File: config.mk
export PLATFORM = sky130hd
export DESIGN_NAME = c_subset_tokenizer_top
export DESIGN_NICKNAME = d
export VERILOG_FILES = /design/src/rtl/core/cst_pkg.sv /design/src/rtl/core/cst_front.sv /design/src/rtl/core/cst_back.sv /design/src/rtl/core/c_subset_tokenizer_top.sv
export SDC_FILE = /design/constraint.sdc
export NUM_CORES = 1
export LEC_CHECK = 0
export BUFFER_PORTS_ARGS = -buffer_cell sky130_fd_sc_hd__buf_2
export CORE_UTILIZATION = 67
export DETAILED_ROUTE_END_ITERATION = 12
export PLACE_DENSITY = 0.85
export SYNTH_ARGS = -nofsm -noshare
export SYNTH_HDL_FRONTEND = slang
export SYNTH_SLANG_ARGS = --single-unit
File: constraint.sdc
create_clock -name clk_i -period 9.2 [get_ports clk_i]
set_input_delay 1.38 -clock clk_i [delete_from_list [all_inputs] [get_ports clk_i]]
set_output_delay 1.38 -clock clk_i [all_outputs]
set_load 0.02 [all_outputs]
File: src/rtl/core/cst_pkg.sv
// Package with types, codes and helper functions of the tokenizer.
package cst_pkg;
  localparam int unsigned PosWidth = 16;
  localparam int unsigned LenWidth = 16;
  localparam int unsigned QDepth = 4;
  localparam int unsigned QPtrW = $clog2(QDepth);

  typedef enum logic [3:0] {
    M_IDLE, M_IDENT, M_NUMBER, M_CHAR_OPEN, M_CHAR_ESC, M_CHAR_CLOSE,
    M_STRING, M_STRING_ESC, M_OPERATOR, M_LINE_COMMENT, M_BLOCK, M_BLOCK_STAR
  } mode_e;

  typedef enum logic [5:0] {
    KEof, KIdent, KInteger, KCharacter, KString,
    KKwInt, KKwChar, KKwVoid, KKwIf, KKwElse, KKwWhile, KKwFor, KKwReturn,
    KPlus, KMinus, KStar, KSlash, KPercent, KEq, KNe, KLt, KGt, KLe, KGe, KAssign,
    KInc, KDec, KLogAnd, KLogOr, KNot, KAnd, KOr, KXor, KTilde, KShl, KShr,
    KSemi, KColon, KComma, KDot, KLParen, KRParen, KLBrace, KRBrace, KLBrack, KRBrack,
    KHash, KError
  } kind_e;

  localparam logic [2:0] ErrNone = 3'd0;
  localparam logic [2:0] ErrEscape = 3'd1;
  localparam logic [2:0] ErrOpenChar = 3'd2;
  localparam logic [2:0] ErrOpenString = 3'd3;
  localparam logic [2:0] ErrUnexpected = 3'd4;

  typedef struct packed {
    logic [7:0] next_byte;
    logic       end_of_input;
  } in_t;

  typedef struct packed {
    logic [5:0]          token_kind;
    logic [PosWidth-1:0] line_no;
    logic [PosWidth-1:0] start_column;
    logic [LenWidth-1:0] text_length;
    logic [7:0]          literal_char;
    logic [2:0]          error_code;
    logic                last_of_run;
  } out_t;

  // Entry between the front and back: up to two tokens from one byte.
  typedef struct packed {
    logic [1:0] cnt;
    out_t       tok0;
    out_t       tok1;
  } pair_t;

  function automatic logic is_alpha(input logic [7:0] c);
    return (c >= 8'h61 && c <= 8'h7a) || (c >= 8'h41 && c <= 8'h5a) || c == 8'h5f;
  endfunction

  function automatic logic is_digit(input logic [7:0] c);
    return c >= 8'h30 && c <= 8'h39;
  endfunction

  function automatic logic is_space(input logic [7:0] c);
    return c == 8'h20 || (c >= 8'd9 && c <= 8'd13);
  endfunction

  function automatic logic [5:0] single_kind(input logic [7:0] c);
    logic [5:0] k;
    case (c)
      "+": k = KPlus;   "-": k = KMinus;   "*": k = KStar;   "/": k = KSlash;
      "%": k = KPercent; "<": k = KLt;     ">": k = KGt;     "=": k = KAssign;
      "!": k = KNot;    "&": k = KAnd;     "|": k = KOr;     "^": k = KXor;
      "~": k = KTilde;  ";": k = KSemi;    ":": k = KColon;  ",": k = KComma;
      ".": k = KDot;    "(": k = KLParen;  ")": k = KRParen; "{": k = KLBrace;
      "}": k = KRBrace; "[": k = KLBrack;  "]": k = KRBrack; "#": k = KHash;
      default: k = KEof;
    endcase
    return k;
  endfunction

  function automatic logic [5:0] pair_kind(input logic [7:0] p, input logic [7:0] c);
    logic [5:0] k;
    k = KEof;
    if (p == "+" && c == "+") k = KInc;
    if (p == "-" && c == "-") k = KDec;
    if (p == "=" && c == "=") k = KEq;
    if (p == "!" && c == "=") k = KNe;
    if (p == "<" && c == "=") k = KLe;
    if (p == "<" && c == "<") k = KShl;
    if (p == ">" && c == "=") k = KGe;
    if (p == ">" && c == ">") k = KShr;
    if (p == "&" && c == "&") k = KLogAnd;
    if (p == "|" && c == "|") k = KLogOr;
    return k;
  endfunction

  function automatic logic [5:0] ident_kind(input logic [LenWidth-1:0] len,
                                            input logic [47:0] pre);
    logic [5:0] k;
    k = KIdent;
    if (len == LenWidth'(3) && pre == 48'h696E74) k = KKwInt;
    if (len == LenWidth'(4) && pre == 48'h63686172) k = KKwChar;
    if (len == LenWidth'(4) && pre == 48'h766F6964) k = KKwVoid;
    if (len == LenWidth'(2) && pre == 48'h6966) k = KKwIf;
    if (len == LenWidth'(4) && pre == 48'h656C7365) k = KKwElse;
    if (len == LenWidth'(5) && pre == 48'h7768696C65) k = KKwWhile;
    if (len == LenWidth'(3) && pre == 48'h666F72) k = KKwFor;
    if (len == LenWidth'(6) && pre == 48'h72657475726E) k = KKwReturn;
    return k;
  endfunction
endpackage

File: src/rtl/core/cst_front.sv
// Front end: scans each byte and forms up to two tokens per transaction.
module cst_front (
  input  logic             clk_i,
  input  logic             rst_ni,
  input  logic             push_i,
  input  cst_pkg::in_t     in_i,
  output logic             full_o,
  output logic             q_push_o,
  output cst_pkg::pair_t   q_data_o,
  input  logic             q_full_i
);
  localparam logic [cst_pkg::PosWidth-1:0] PosMax = '1;
  localparam logic [cst_pkg::LenWidth-1:0] LenMax = '1;

  cst_pkg::mode_e mode_q, mode_d;
  logic [cst_pkg::PosWidth-1:0] line_q, line_d, col_q, col_d;
  logic [cst_pkg::PosWidth-1:0] tline_q, tline_d, tcol_q, tcol_d;
  logic [cst_pkg::LenWidth-1:0] len_q, len_d;
  logic [47:0] pre_q, pre_d;
  logic [7:0] pend_q, pend_d, dec_q, dec_d;
  logic fin_q, fin_d;
  logic [7:0] c;
  logic fire, restart;
  cst_pkg::pair_t pr;

  assign full_o = q_full_i;
  assign fire = push_i && !q_full_i;
  assign c = in_i.next_byte;

  always_comb begin
    logic [5:0] k;
    logic [1:0] n;
    cst_pkg::out_t t;
    mode_d = mode_q; line_d = line_q; col_d = col_q; tline_d = tline_q;
    tcol_d = tcol_q; len_d = len_q; pre_d = pre_q; pend_d = pend_q;
    dec_d = dec_q; fin_d = fin_q; restart = 1'b0; pr = '0; n = 2'd0; k = '0;
    t = '0;
    // Emit helper done inline: fill slot n.
    if (!fin_q) begin
      if (in_i.end_of_input || c == 8'd0) begin
        t = '0; t.line_no = tline_q; t.start_column = tcol_q;
        unique case (mode_q)
          cst_pkg::M_IDENT: begin
            t.token_kind = cst_pkg::ident_kind(len_q, pre_q); t.text_length = len_q; n = 2'd1;
          end
          cst_pkg::M_NUMBER: begin
            t.token_kind = cst_pkg::KInteger; t.text_length = len_q; n = 2'd1;
          end
          cst_pkg::M_CHAR_OPEN, cst_pkg::M_CHAR_CLOSE: begin
            t.token_kind = cst_pkg::KError; t.error_code = cst_pkg::ErrOpenChar; n = 2'd1;
          end
          cst_pkg::M_CHAR_ESC: begin
            t.token_kind = cst_pkg::KError; t.error_code = cst_pkg::ErrEscape; n = 2'd1;
          end
          cst_pkg::M_STRING, cst_pkg::M_STRING_ESC: begin
            t.token_kind = cst_pkg::KError; t.error_code = cst_pkg::ErrOpenString; n = 2'd1;
          end
          cst_pkg::M_OPERATOR: begin
            t.token_kind = cst_pkg::single_kind(pend_q);
            t.text_length = cst_pkg::LenWidth'(1); n = 2'd1;
          end
          default: n = 2'd0;
        endcase
        pr.tok0 = t;
        t = '0; t.token_kind = cst_pkg::KEof; t.line_no = line_q; t.start_column = col_q;
        if (n == 2'd1) pr.tok1 = t;
        else pr.tok0 = t;
        n = n + 2'd1;
        mode_d = cst_pkg::M_IDLE; fin_d = 1'b1;
      end else begin
        t = '0; t.line_no = tline_q; t.start_column = tcol_q;
        unique case (mode_q)
          cst_pkg::M_IDENT: begin
            if (cst_pkg::is_alpha(c) || cst_pkg::is_digit(c)) begin
              pre_d = (len_q < cst_pkg::LenWidth'(6)) ? {pre_q[39:0], c} : '1;
              if (len_q != LenMax) len_d = len_q + 1'b1;
            end else begin
              t.token_kind = cst_pkg::ident_kind(len_q, pre_q); t.text_length = len_q;
              n = 2'd1; restart = 1'b1;
            end
          end
          cst_pkg::M_NUMBER: begin
            if (cst_pkg::is_digit(c)) begin
              if (len_q != LenMax) len_d = len_q + 1'b1;
            end else begin
              t.token_kind = cst_pkg::KInteger; t.text_length = len_q;
              n = 2'd1; restart = 1'b1;
            end
          end
          cst_pkg::M_CHAR_OPEN: begin
            if (c == "\\") mode_d = cst_pkg::M_CHAR_ESC;
            else begin dec_d = c; mode_d = cst_pkg::M_CHAR_CLOSE; end
          end
          cst_pkg::M_CHAR_ESC: begin
            mode_d = cst_pkg::M_CHAR_CLOSE;
            case (c)
              "n": dec_d = 8'h0a;
              "t": dec_d = 8'h09;
              "r": dec_d = 8'h0d;
              "0": dec_d = 8'h00;
              "\\", "'", "\"": dec_d = c;
              default: begin
                mode_d = mode_q;
                t.token_kind = cst_pkg::KError; t.error_code = cst_pkg::ErrEscape;
                n = 2'd1; restart = 1'b1;
              end
            endcase
          end
          cst_pkg::M_CHAR_CLOSE: begin
            t.token_kind = (c == "'") ? cst_pkg::KCharacter : cst_pkg::KError;
            if (c == "'") begin
              t.text_length = cst_pkg::LenWidth'(1); t.literal_char = dec_q;
              mode_d = cst_pkg::M_IDLE;
            end else begin
              t.error_code = cst_pkg::ErrOpenChar; restart = 1'b1;
            end
            n = 2'd1;
          end
          cst_pkg::M_STRING: begin
            if (c == "\"") begin
              t.token_kind = cst_pkg::KString; t.text_length = len_q; n = 2'd1;
              mode_d = cst_pkg::M_IDLE;
            end else begin
              if (len_q != LenMax) len_d = len_q + 1'b1;
              if (c == "\\") mode_d = cst_pkg::M_STRING_ESC;
            end
          end
          cst_pkg::M_STRING_ESC: begin
            if (len_q != LenMax) len_d = len_q + 1'b1;
            mode_d = cst_pkg::M_STRING;
          end
          cst_pkg::M_OPERATOR: begin
            k = cst_pkg::pair_kind(pend_q, c);
            if (k != cst_pkg::KEof) begin
              t.token_kind = k; t.text_length = cst_pkg::LenWidth'(2); n = 2'd1;
              mode_d = cst_pkg::M_IDLE;
            end else if (pend_q == "/" && (c == "/" || c == "*")) begin
              mode_d = (c == "/") ? cst_pkg::M_LINE_COMMENT : cst_pkg::M_BLOCK;
            end else begin
              t.token_kind = cst_pkg::single_kind(pend_q);
              t.text_length = cst_pkg::LenWidth'(1); n = 2'd1; restart = 1'b1;
            end
          end
          cst_pkg::M_LINE_COMMENT: if (c == 8'h0a) mode_d = cst_pkg::M_IDLE;
          cst_pkg::M_BLOCK: if (c == "*") mode_d = cst_pkg::M_BLOCK_STAR;
          cst_pkg::M_BLOCK_STAR: begin
            if (c == "/") mode_d = cst_pkg::M_IDLE;
            else if (c != "*") mode_d = cst_pkg::M_BLOCK;
          end
          default: restart = 1'b1;
        endcase
        pr.tok0 = t;
        if (restart) begin
          tline_d = line_q; tcol_d = col_q; mode_d = cst_pkg::M_IDLE;
          t = '0; t.line_no = line_q; t.start_column = col_q;
          if (cst_pkg::is_space(c)) begin
          end else if (cst_pkg::is_alpha(c) || cst_pkg::is_digit(c)) begin
            mode_d = cst_pkg::is_digit(c) ? cst_pkg::M_NUMBER : cst_pkg::M_IDENT;
            len_d = cst_pkg::LenWidth'(1); pre_d = {40'd0, c};
          end else if (c == "'") begin
            mode_d = cst_pkg::M_CHAR_OPEN;
          end else if (c == "\"") begin
            mode_d = cst_pkg::M_STRING; len_d = '0;
          end else if (c == "+" || c == "-" || c == "=" || c == "!" || c == "<" ||
                       c == ">" || c == "&" || c == "|" || c == "/") begin
            mode_d = cst_pkg::M_OPERATOR; pend_d = c;
          end else begin
            k = cst_pkg::single_kind(c);
            if (k != cst_pkg::KEof) begin
              t.token_kind = k; t.text_length = cst_pkg::LenWidth'(1);
            end else begin
              t.token_kind = cst_pkg::KError; t.error_code = cst_pkg::ErrUnexpected;
            end
            if (n == 2'd0) pr.tok0 = t;
            else pr.tok1 = t;
            n = n + 2'd1;
          end
        end
        // Every consumed byte advances the position.
        if (c == 8'h0a) begin
          if (line_q != PosMax) line_d = line_q + 1'b1;
          col_d = cst_pkg::PosWidth'(1);
        end else if (col_q != PosMax) begin
          col_d = col_q + 1'b1;
        end
      end
    end
    if (n == 2'd1) pr.tok0.last_of_run = 1'b1;
    if (n == 2'd2) pr.tok1.last_of_run = 1'b1;
    pr.cnt = n;
  end

  assign q_push_o = fire && (pr.cnt != 2'd0);
  assign q_data_o = pr;

  always_ff @(posedge clk_i or negedge rst_ni) begin
    if (!rst_ni) begin
      mode_q <= cst_pkg::M_IDLE;
      line_q <= cst_pkg::PosWidth'(1); col_q <= cst_pkg::PosWidth'(1);
      tline_q <= cst_pkg::PosWidth'(1); tcol_q <= cst_pkg::PosWidth'(1);
      len_q <= '0; pre_q <= '0; pend_q <= '0; dec_q <= '0; fin_q <= 1'b0;
    end else if (fire) begin
      mode_q <= mode_d; line_q <= line_d; col_q <= col_d;
      tline_q <= tline_d; tcol_q <= tcol_d; len_q <= len_d; pre_q <= pre_d;
      pend_q <= pend_d; dec_q <= dec_d; fin_q <= fin_d;
    end
  end
endmodule

File: src/rtl/core/cst_back.sv
// Back end: token queue that hands out the tokens of each entry one by one.
module cst_back (
  input  logic           clk_i,
  input  logic           rst_ni,
  input  logic           q_push_i,
  input  cst_pkg::pair_t q_data_i,
  output logic           q_full_o,
  output logic           empty_o,
  input  logic           pop_i,
  output cst_pkg::out_t  data_o
);
  cst_pkg::pair_t mem_q [cst_pkg::QDepth];
  logic [cst_pkg::QPtrW-1:0] wr_q, rd_q;
  logic [cst_pkg::QPtrW:0] cnt_q;
  logic sub_q;
  logic take, last;

  assign empty_o = (cnt_q == '0);
  assign q_full_o = (cnt_q == (cst_pkg::QPtrW+1)'(cst_pkg::QDepth));
  assign data_o = sub_q ? mem_q[rd_q].tok1 : mem_q[rd_q].tok0;
  assign take = pop_i && !empty_o;
  assign last = sub_q || (mem_q[rd_q].cnt == 2'd1);

  always_ff @(posedge clk_i) begin
    if (q_push_i) mem_q[wr_q] <= q_data_i;
  end

  always_ff @(posedge clk_i or negedge rst_ni) begin
    if (!rst_ni) begin
      wr_q <= '0; rd_q <= '0; cnt_q <= '0; sub_q <= 1'b0;
    end else begin
      if (q_push_i) wr_q <= wr_q + 1'b1;
      if (take) begin
        sub_q <= !last;
        if (last) rd_q <= rd_q + 1'b1;
      end
      cnt_q <= cnt_q + (cst_pkg::QPtrW+1)'(q_push_i) - (cst_pkg::QPtrW+1)'(take && last);
    end
  end
endmodule

File: src/rtl/core/c_subset_tokenizer_top.sv
// Top level of the C-subset tokenizer.
// Channel | Direction | Handshake   | Payload
// input   | in        | push / full | cst_pkg::in_t
// result  | out       | empty / pop | cst_pkg::out_t
// One byte is taken per cycle while full is low; the scanner state is registered as the byte is taken.
// Tokens that a byte finishes are registered in the queue before they show on the result ports.
// A four-entry queue, each entry up to two tokens, sits between scanner and output.
// full rises only when it fills; reset clears all but its memory, no clearing pass.
module c_subset_tokenizer_top (
  input  logic          clk_i,
  input  logic          rst_ni,
  input  logic          push,
  input  cst_pkg::in_t  data_i,
  output logic          full,
  output logic          empty,
  input  logic          pop,
  output cst_pkg::out_t data_o
);
  logic q_push, q_full;
  cst_pkg::pair_t q_data;

  cst_front u_front (
    .clk_i, .rst_ni, .push_i(push), .in_i(data_i), .full_o(full),
    .q_push_o(q_push), .q_data_o(q_data), .q_full_i(q_full)
  );

  cst_back u_back (
    .clk_i, .rst_ni, .q_push_i(q_push), .q_data_i(q_data), .q_full_o(q_full),
    .empty_o(empty), .pop_i(pop), .data_o(data_o)
  );
endmodule

==> Yosys cells after proc, flatten, opt, wreduce, memory -nomap -nowiden <==
Memory sizes are Yosys's and may differ from the RTL's.
Index checks and enable logic that the tools add are counted.
{ "totals": {"n_memories": 1, "output_inout_bits": 68, "ram_bits": 536, "input_bits": 13, "ff_bits": 157} }
{ "classes": {"mux": 146, "n_eq_ne": 100, "bitwise": 6, "reduce_logical": 70, "add_sub_neg": 9, "magnitude_cmp": 9} }
{ "memory_table": {"columns": ["memory", "depth", "word_bits", "rd", "rd_ports_with_merged_regs", "write_ports", "line", "source"], "rows": [
  ["u_back.mem_q", 4, 134, 1, 0, 1, "cst_back.sv:12", "cst_pkg::pair_t mem_q [cst_pkg::QDepth];"]
]} }
{ "op_table": {"columns": ["operator", "n"], "rows": [
  ["$mux 132", 8],
  ["$eq 8x6->1 const B", 38],
  ["$mux 48", 6],
  ["$pmux 6 s24", 2],
  ["$mux 66", 4],
  ["$mux 16", 15],
  ["$eq 8x7->1 const B", 19],
  ["$eq 48x31->1 const B", 3],
  ["$mux 6", 23],
  ["$eq 48x23->1 const B", 2],
  ["$mux 4", 21],
  ["$pmux 16 s5", 1],
  ["$pmux 16 s4", 1],
  ["$mux 60", 1],
  ["$add 16x1->16 const B", 3],
  ["$eq 16x3->1 const B", 3],
  ["$eq 48x15->1 const B", 1],
  ["$eq 48x39->1 const B", 1],
  ["$eq 48x47->1 const B", 1],
  ["$ne 16x16->1 const B", 3],
  ["$pmux 8 s5", 1],
  ["$pmux 4 s9", 1],
  ["$pmux 6 s6", 1],
  ["$mux 2", 17],
  ["60 further kinds", 164]
]} }

==> Logic depth before layout (Yosys ltp) <==
Gate-level depths: netlist (run 1).
{ "depth": {"depth_word": 35, "depth_mapped": 19, "ltp_nobuf": 17} }

==> Hierarchy <==
A second synthesis (run 1) with hierarchy kept.
{ "unflattened": {"cells_unflattened": 2202, "hier_area_um2": 31961.9} }
{ "modules_own_cells": {"columns": ["mod", "area_each_um2", "cells_each", "n_inst"], "rows": [
  ["cst_back", 20557.2, 818, 1],
  ["cst_front", 11404.7, 1384, 1]
]} }

==> Worst setup path after synthesis (run 1) <==
Ideal clock, no wire load.
{ "synth_timing": {"path_kind": "in2reg", "start": "input data_i[1] in the netlist's numbering", "end": "memory u_back.mem_q[0][0] in the netlist's numbering (enable)", "arrival_time_ns": 6.208, "setup_slack_ns": 2.511, "path_stages": 11, "cell_sequence": "clkbuf_1 -> buf_2 -> nor4_2 -> a2bb2oi_1 -> a211o_1 -> o21ai_0 -> a211oi_4 -> a21oi_2 -> or2_1 -> o211a_2 -> and2_1"} }
{ "synth_via": {"elab_chain_cells": 33, "word_cells_on_any_way": 103, "classes_between": "add/sub: 1; order compare: 8; eq/ne: 19; mux: 41; reduce/logical: 34"} }
{ "synth_lines": {"columns": ["element", "line", "source"], "rows": [
  ["from (decl)", "c_subset_tokenizer_top.sv:13", "input cst_pkg::in_t data_i,"],
  ["$eq 8x6->1", "cst_pkg.sv:79, cst_front.sv:164", null],
  ["$logic_and 1x1->1", "cst_pkg.sv:79", "if (p == \"+\" && c == \"+\") k = KInc;"],
  ["$mux 5", "cst_pkg.sv:79", null],
  ["$mux 5", "cst_pkg.sv:80", "if (p == \"-\" && c == \"-\") k = KDec;"],
  ["$mux 5", "cst_pkg.sv:81", "if (p == \"=\" && c == \"=\") k = KEq;"],
  ["$mux 5", "cst_pkg.sv:82", "if (p == \"!\" && c == \"=\") k = KNe;"],
  ["$mux 5", "cst_pkg.sv:83", "if (p == \"<\" && c == \"=\") k = KLe;"],
  ["$mux 6", "cst_pkg.sv:84", "if (p == \"<\" && c == \"<\") k = KShl;"],
  ["[... 17 more ...]", null, null],
  ["$mux 2", "cst_front.sv:156", "if (cst_pkg::is_space(c)) begin"],
  ["$mux 2", "cst_front.sv:153", "if (restart) begin"],
  ["$mux 2 *", "cst_front.sv:40", "if (in_i.end_of_input || c == 8'd0) begin"],
  ["$mux 2 *", "cst_front.sv:39", "if (!fin_q) begin"],
  ["$reduce_bool 2->1 *", "cst_front.sv:193", "assign q_push_o = fire && (pr.cnt != 2'd0);"],
  ["$logic_and 1x1->1 *", "cst_front.sv:193", null],
  ["$mux 1 *", "cst_back.sv:25", "if (q_push_i) mem_q[wr_q] <= q_data_i;"],
  ["$mux 1 (not written as such) *", "cst_back.sv:25", null],
  ["to (decl)", "cst_back.sv:12", null]
]} }
Mark *: on every way between the ends. The rest lies on a longest branch, timed or not. The select of a mux whose other input is x is not followed.

==> Final worst setup path (run 1) <==
{ "layout_timing": {"start": "input data_i[2] in the netlist's numbering", "end": "memory u_back.mem_q[2][54] in the netlist's numbering (enable)"} }
Same word-level chain as after synthesis.

==> results of run 1 <==
## state kept, by name (all words and copies together) (netlist names), named ones only
signal,count
u_back.sub_q,1
u_front.tline_q,16
u_back.mem_q,436
u_front.pend_q,8
u_front.pre_q,40
u_front.mode_q,4
u_front.tcol_q,16
u_back.rd_q,2
u_back.wr_q,2
u_front.col_q,16
u_front.len_q,16
u_back.cnt_q,3
u_front.fin_q,1
u_front.line_q,16
u_front.dec_q,8
## placed cells by master (no fill, tap or decap), types with 10 or more instances in the layout
cell / netlist / final
edfxtp_1: 436 / 436
nor2_1: 183 / 182
dfrtp_1: 153 / 149
nand2_1: 143 / 143
mux4_2: 107 / 107
o21ai_0: 95 / 95
mux2_2: 79 / 79
buf_2: 21 / 79
and2_1: 64 / 60
a21oi_1: 59 / 59
clkbuf_16: 0 / 57
nand3_1: 50 / 50
nor3_1: 42 / 42
nor2b_1: 39 / 39
mux2i_1: 36 / 36
nor4_1: 34 / 34
inv_1: 33 / 33
xnor2_1: 28 / 28
buf_4: 1 / 28
nand2b_1: 26 / 26
and3_1: 21 / 21
nand4_1: 16 / 16
clkbuf_1: 88 / 14
ha_1: 13 / 13
nor3b_1: 11 / 11
or3_1: 11 / 11
a31oi_1: 11 / 11
clkinv_2: 0 / 11
nand4b_1: 10 / 10
## cell families after synthesis
logic type               synth area share, %
XOR/XNOR                                1.18
flip-flops                              62.2
buffers and inverters                   2.28
adder cells (fa/ha/maj)                0.667
AO/OA/AOI/OAI                           6.93
multiplexers                            13.5
AND/OR/NAND/NOR                         13.2
## worst max-delay path, stage by stage
cell and delay (ps):
buf_2 530, nand4b_1 390, nor4_1 160, a21oi_1 220, or3b_1 420, or3b_1 510
a21oi_2 400, or2_1 200, o211a_2 280, and2_4 890, buf_4 670
## cell usage after synthesis (7+ instances only)
cell and count:
xor2_1 9, or3_1 11, nand2_1 143, mux4_2 107, nor3_1 42, mux2i_1 36, nand4_1 16, nor4_1 34
nand4b_1 10, o21ai_1 7, nor3b_1 11, a211oi_1 8, nand2b_1 26, nand3_1 50, and2_1 64, o21ai_0 95
nor2_1 183, a2111oi_0 7, a21oi_1 59, or4_1 9, inv_1 33, and3_1 21, a21o_1 8, mux2_2 79
xnor2_1 28, ha_1 13, nor2b_1 39, buf_2 21, clkbuf_1 88, buf_1 15, a31oi_1 11, edfxtp_1 436
dfrtp_1 153, or2_2 7
## layout make-up
cell class,instances,area (um2)
inverter,33,124
sequential,593,17000
clock buffer,75,1530
timing repair buffer,108,617
multi-input combinational,1267,9760
fill,2261,9910
clock inverter,31,368
tap,525,657
## path summary, 6_finish.rpt
path | from | endpoint | slack (ps) | cells after the start
max in group asynchronous | rst_ni | u_back.rd_q[0] | 6660 | 3
worst min-delay path | u_front.pre_q[43] | u_front.pre_q[43] | 480 | 2
worst max-delay path | data_i[2] | u_back.mem_q[2][54] | 3330 | 11
worst min register to register | u_front.pre_q[43] | u_front.pre_q[43] | 480 | 2
worst max register to register | u_front.pend_q[1] | u_back.mem_q[2][54] | 3770 | 10
min in group asynchronous | rst_ni | u_front.pre_q[35] | 740 | 1
## through the flow
step           hold WS, ps  total power [uW]
6_report               480              7170
5_1_grt                520              7400
4_1_cts                487              7180
3_5_place_dp           473              4790
3_3_place_gp           465              4750
2_1_floorplan          451              4290
## where the power goes
group | switching (uW) | total (uW) | leakage [uW] | internal, uW
Clock | 1040 | 2390 | 0.000935 | 1350
Sequential | 176 | 3060 | 0.00625 | 2880
Combinational | 948 | 1720 | 0.00369 | 768
## metal layers
metal | share of wire (%) | vias to the layer above
met1 | 38 | 9115
met4 | 3.3 | 2
li1 | - | 7783
met2 | 48 | 1156
met5 | 0.076 | -
met3 | 10 | 181
==> reports/metrics.cfg, run 1 <==
[outcome]
status = finished, final reports clean

[global_route]
grt-ovfl-total = 0
grt_max_degree = 77
grtUsageMet2_pct = 55.5
grt.total_usage_pct = 35.0
use_met1_pct = 48.6
grt_pass1_wl_mm = 109
met3_usage_pct = 7.56
antenna_found_initial = 1
top_usage_layer = met2
first_global_vias = 18000

[clock_tree]
cts_tree = built
numCtsBuffers = 56
clock-root-buffer = clkbuf_16
clockBufferDepth = 3
h-tree-depth = 2
post_cts_resized = 0
clock-sinks = 593
clkTransAtPathRegs_ps = 60
hold_buffers = 0
clock_latency_ps = 640
cts_setup_buffers = 0

[critical_path]
end_kind = flop
cp.required_ps = 9440
crit_type = in -> reg
critPathMaxFanout = 69
worst_ep_arrival_time_ps = 6110
critPathLaunchType = input pin

[yosys]
yosysSeqAreaShare_pct = 62.2
synth-seq-cells = 593
async_flop_share_pct = 26.5
synth_top_cell_by_area = edfxtp_1
synth_edf_count = 436
netlist.area_leader.share_pct = 47.8
synth_cell_types = 91
ys.flop_type = edfxtp_1
synthTopCellsByArea = edfxtp_1, dfrtp_1, mux4_2
netlist_area_um2 = 27400
syn_nets = 2045
yosys_warnings = 0
synth.avg_cell_area_um2 = 13.6
synth_cells = 2018

[floorplan]
start_util_pct = 68.4
die_h_um = 204
die_w_um = 204
row_count = 73
die_area_um2 = 41700
core_area_um2 = 40000
io_pins = 81

[power]
ir_drop_uv = 161
p_leak_uw = 0.0109
powerDensity_nw_per_um2 = 238

[final_layout]
area_growth_syn_to_layout_pct = 9.94
fin_nets = 2086
finalInstanceArea_um2 = 30100
post-route-util_pct = 75.2
antenna_cells = 0
layout-drive-gt1-share_pct = 19.8
final_cells = 2632

[placed_design]
place_area_um2 = 28200
dp_cells = 2526
pre_cts_slack_ps = 2870
hpwl_mm = 42.3
io_buffers = 80
gp_congestion = 0.918

[drt]
wire_per_inst_um = 27.1
ant_nets = 0
firstDrtPassIters = 6
drt_wl_total_mm = 71.3
drt-initial-drc-count = 2260
vias_per_cell = 6.93
vias = 18200
drcViolationCount = 0

[sta]
slew_headroom_pct = 11.2
finalCritPeriodShare_pct = 63.8
rsz0062_at_grt = false
fmax_mhz = 170
post-route-min-period_ps = 5870
setup_violations = 0
layout_setup_ws_ps = 3330
tightest_slew_ps = 1300
skew_ps = 35.6
hold_violations = 0
setup_tns_ps = 0
drv_slew = 0

[flow_run]
maxCapViolCount = 0

[min_path]
hp-class = reg -> reg

Note: power is estimated with default switching activity, not from simulation.
==> inputs of run 2 (changes only) <==
- ABC_AREA: not set -> 1
- CORE_UTILIZATION: 67 -> 63
- PLACE_DENSITY: 0.85 -> 0.8
- clock period: 9.2 -> 5.4 ns (I/O delays scaled with it)
==> run 2 against run 1 <==
Against the previous run: global-route usage is 1.6 points lower; clock skew is 13 ps lower; register-to-register slack worse by 2600 ps; hold slack worse by 320 ps; clock power is 58% higher; via count is 32% higher; final cell count is 47% higher; synthesized cell count is 60% higher; sequential share of layout area is 3.2 points lower; clock-buffer cell count is 3 lower; combinational power grew to 4.1 times the previous value; critical path depth is 5 lower; highest routed layer is now met4.
==> reports/metrics.cfg, run 2 <==
[yosys]
netlist_area_um2 = 29300  ; was 27400 um2
synth_cell_types = 58  ; was 91
yosysMostFrequentCell = nor2_1  ; was edfxtp_1
synthTopCellsByArea = edfxtp_1, dfrtp_1, o21ai_0  ; was edfxtp_1, dfrtp_1, mux4_2
synth-seq-cells = 593  ; unchanged
synthTopCellsByCount = nor2_1, o21ai_0, edfxtp_1  ; was edfxtp_1, nor2_1, dfrtp_1
synth.avg_cell_area_um2 = 9.08  ; was 13.6 um2
yosys_warnings = 0  ; unchanged
syn_nets = 3251  ; was 2045
netlist.area_leader.share_pct = 44.7  ; was 47.8%
async_flop_share_pct = 26.5  ; unchanged
synth_top_cell_by_area = edfxtp_1  ; unchanged
synth_edf_count = 436  ; unchanged
ys.flop_type = edfxtp_1  ; unchanged
yosysSeqAreaShare_pct = 58.1  ; was 62.2%
synth_cells = 3224  ; was 2018

[final_layout]
layout_commonest_cell = nor2_1  ; was edfxtp_1
layout-drive-gt1-share_pct = 9.06  ; was 19.8%
fill_cells = 3459  ; was 2261
area_growth_syn_to_layout_pct = 8.94  ; was 9.94%
mostFrequentLayoutCells = nor2_1, o21ai_0, edfxtp_1  ; was edfxtp_1, nor2_1, dfrtp_1
largest_reg_flops = 436  ; unchanged
regMostFlops = u_back.mem_q  ; unchanged
multi_input_area_um2 = 10400  ; was 9760 um2
reg_top3 = u_back.mem_q (436), u_front.pre_q (40)  ; unchanged
antenna_cells = 0  ; unchanged
fin_nets = 3259  ; was 2086
seq_area_um2 = 17000  ; about the same

[clock_tree]
hold_buffers = 0  ; unchanged
clockBufferDepth = 3  ; unchanged
cts_setup_buffers = 0  ; unchanged
h-tree-depth = 2  ; unchanged
clkTransAtPathRegs_ps = 70  ; was 60 ps
cts_tree = built  ; unchanged
clock-sinks = 593  ; unchanged
numCtsBuffers = 56  ; unchanged
post_cts_resized = 0  ; unchanged
clock_latency_ps = 630  ; was 640 ps
clock-root-buffer = clkbuf_16  ; unchanged

[sta]
post-route-min-period_ps = 4600
setup_violations = 0  ; unchanged
finalCritPeriodShare_pct = 85.1
drv_slew = 0  ; unchanged
rsz0062_at_grt = false  ; unchanged
setup_tns_ps = 0  ; unchanged
hold_violations = 0  ; unchanged
tightest_slew_ps = 1070  ; was 1300 ps
layout_setup_ws_ps = 805  ; was 3330 ps
fmax_mhz = 218
slew_headroom_pct = 28.6  ; was 11.2%
skew_ps = 22.1  ; was 35.6 ps

[drt]
drcViolationCount = 0  ; unchanged
drt_wl_total_mm = 78.5  ; was 71.3 mm
vias = 24100  ; was 18200
vias_per_cell = 6.20  ; was 6.93
drt-initial-drc-count = 2482  ; was 2260
ant_nets = 0  ; unchanged
wire_per_inst_um = 20.2  ; was 27.1 um
firstDrtPassIters = 8  ; was 6

[floorplan]
die_h_um = 218  ; was 204 um
die_area_um2 = 47300  ; was 41700 um2
io_pins = 81  ; unchanged
core_area_um2 = 45600  ; was 40000 um2
die_w_um = 218  ; was 204 um
row_count = 78  ; was 73
start_util_pct = 64.3  ; was 68.4%

[critical_path]
worst_ep_arrival_time_ps = 3790  ; was 6110 ps
crit_type = reg -> out  ; was in -> reg
r2r-end = u_back.cnt_q[2]  ; was u_back.mem_q[2][54]
critPathLaunchType = flop  ; was input pin
end_kind = output pin  ; was flop
cp.required_ps = 4590  ; was 9440 ps
critPathMaxFanout = 50  ; was 69
r2r_setup_slack_ps = 1140  ; was 3770 ps
r2r-start = u_front.mode_q[1]  ; was u_front.pend_q[1]
worst_r2r_path_depth = 22  ; was 10

[placed_design]
pre_cts_slack_ps = 776  ; was 2870 ps
io_buffers = 80  ; unchanged
gp_congestion = 0.942  ; was 0.918
hpwl_mm = 49.6  ; was 42.3 mm

[power]
ir_drop_uv = 533  ; was 161 uV
powerDensity_nw_per_um2 = 546  ; was 238 nW/um2
p_leak_uw = 0.0126  ; was 0.0109 uW

[global_route]
first_global_vias = 23000  ; was 18000
grt_pass1_wl_mm = 124  ; was 109 mm
grt-ovfl-total = 0  ; unchanged
grt_max_degree = 99  ; was 77
antenna_found_initial = 0  ; was 1
grt.total_usage_pct = 33.4  ; was 35.0%

[min_path]
hp-class = in -> async  ; was reg -> reg

[flow_run]
maxCapViolCount = 0  ; unchanged

[outcome]
status = finished, final reports clean  ; unchanged

[run 2: cell count changes in the layout (fill, tap and decap cells not counted), sizes merged, moves of 67 or more]
cell   previous run  this run
mux4            107         0
inv              36       303
mux2             83         0
o22ai             4        91
o21ai           103       506
nand3            50       117
nand2           143       400
nor2            183       641
[run 2: worst max-delay path, stage by stage (launching register included)]
cell      delay (ps)
dfrtp_4          850
clkinv_2         930
buf_4            520
nor2_1           110
o21ai_0           80
a21oi_1          370
buf_2            250
[run 2: layout make-up]
cell class	instances	share of cell area (%)
Sequential cell	593	53.4
Multi-Input combinational cell	2157	32.7
Clock buffer	72	4.64
Inverter	303	3.60
Timing Repair Buffer	121	2.44
Tap cell	600	2.35
Clock inverter	33	0.863
[run 2: routing by layer]
metal | vias to the layer above | track usage (%) | part of all wire (%)
li1 | 11100 | - | -
met1 | 11700 | 45.7 | 42
met2 | 1126 | 56.3 | 49
met3 | 127 | 4.02 | 7.1
met4 | 0 | 9.79 | 2.2
met5 | - | 0 | 0
[run 2: power breakdown]
group,switching (uW),internal (uW)
clock network,1700,2090
logic,5140,1930
registers,645,5910
total,7480,9930
[run 2: cells by family (layout without fill, tap and decap cells)]
family	after synthesis	count (layout)	synth area share (%)
simple gates	1325	1325	19.3
compound gates	796	796	14.9
flops	593	593	58.1
buf+inv	474	529	6.35
xor+xnor	22	22	0.658
fa+ha+maj	14	14	0.624
[run 2: how the worst max path moves through the flow]
stage	start	end	slack, ps	cells after the start
global placement	data_i[7]	u_back.cnt_q[2]	840	24
floorplan	data_i[4]	u_back.mem_q[0][0]	-470	19
finish	u_back.rd_q[1]	data_o[25]	800	6
CTS	u_back.rd_q[1]	data_o[25]	810	6
global route	u_back.rd_q[1]	data_o[25]	660	6
detailed placement	data_i[7]	u_back.cnt_q[2]	780	24
[run 2: metrics by stage]
stage          power [uW]  cells  instance area (um2)  hold WS (ps)  util, %
5_1_grt             18400   3879                31900           189     70.0
4_1_cts             17300   3879                31900           164     70.0
3_5_place_dp        13600   3774                30100           491     66.1
6_report            17400   3879                31900           158     70.0
2_1_floorplan       11300   3224                29300           458        -
3_3_place_gp        13300   3774                30100           483     66.1
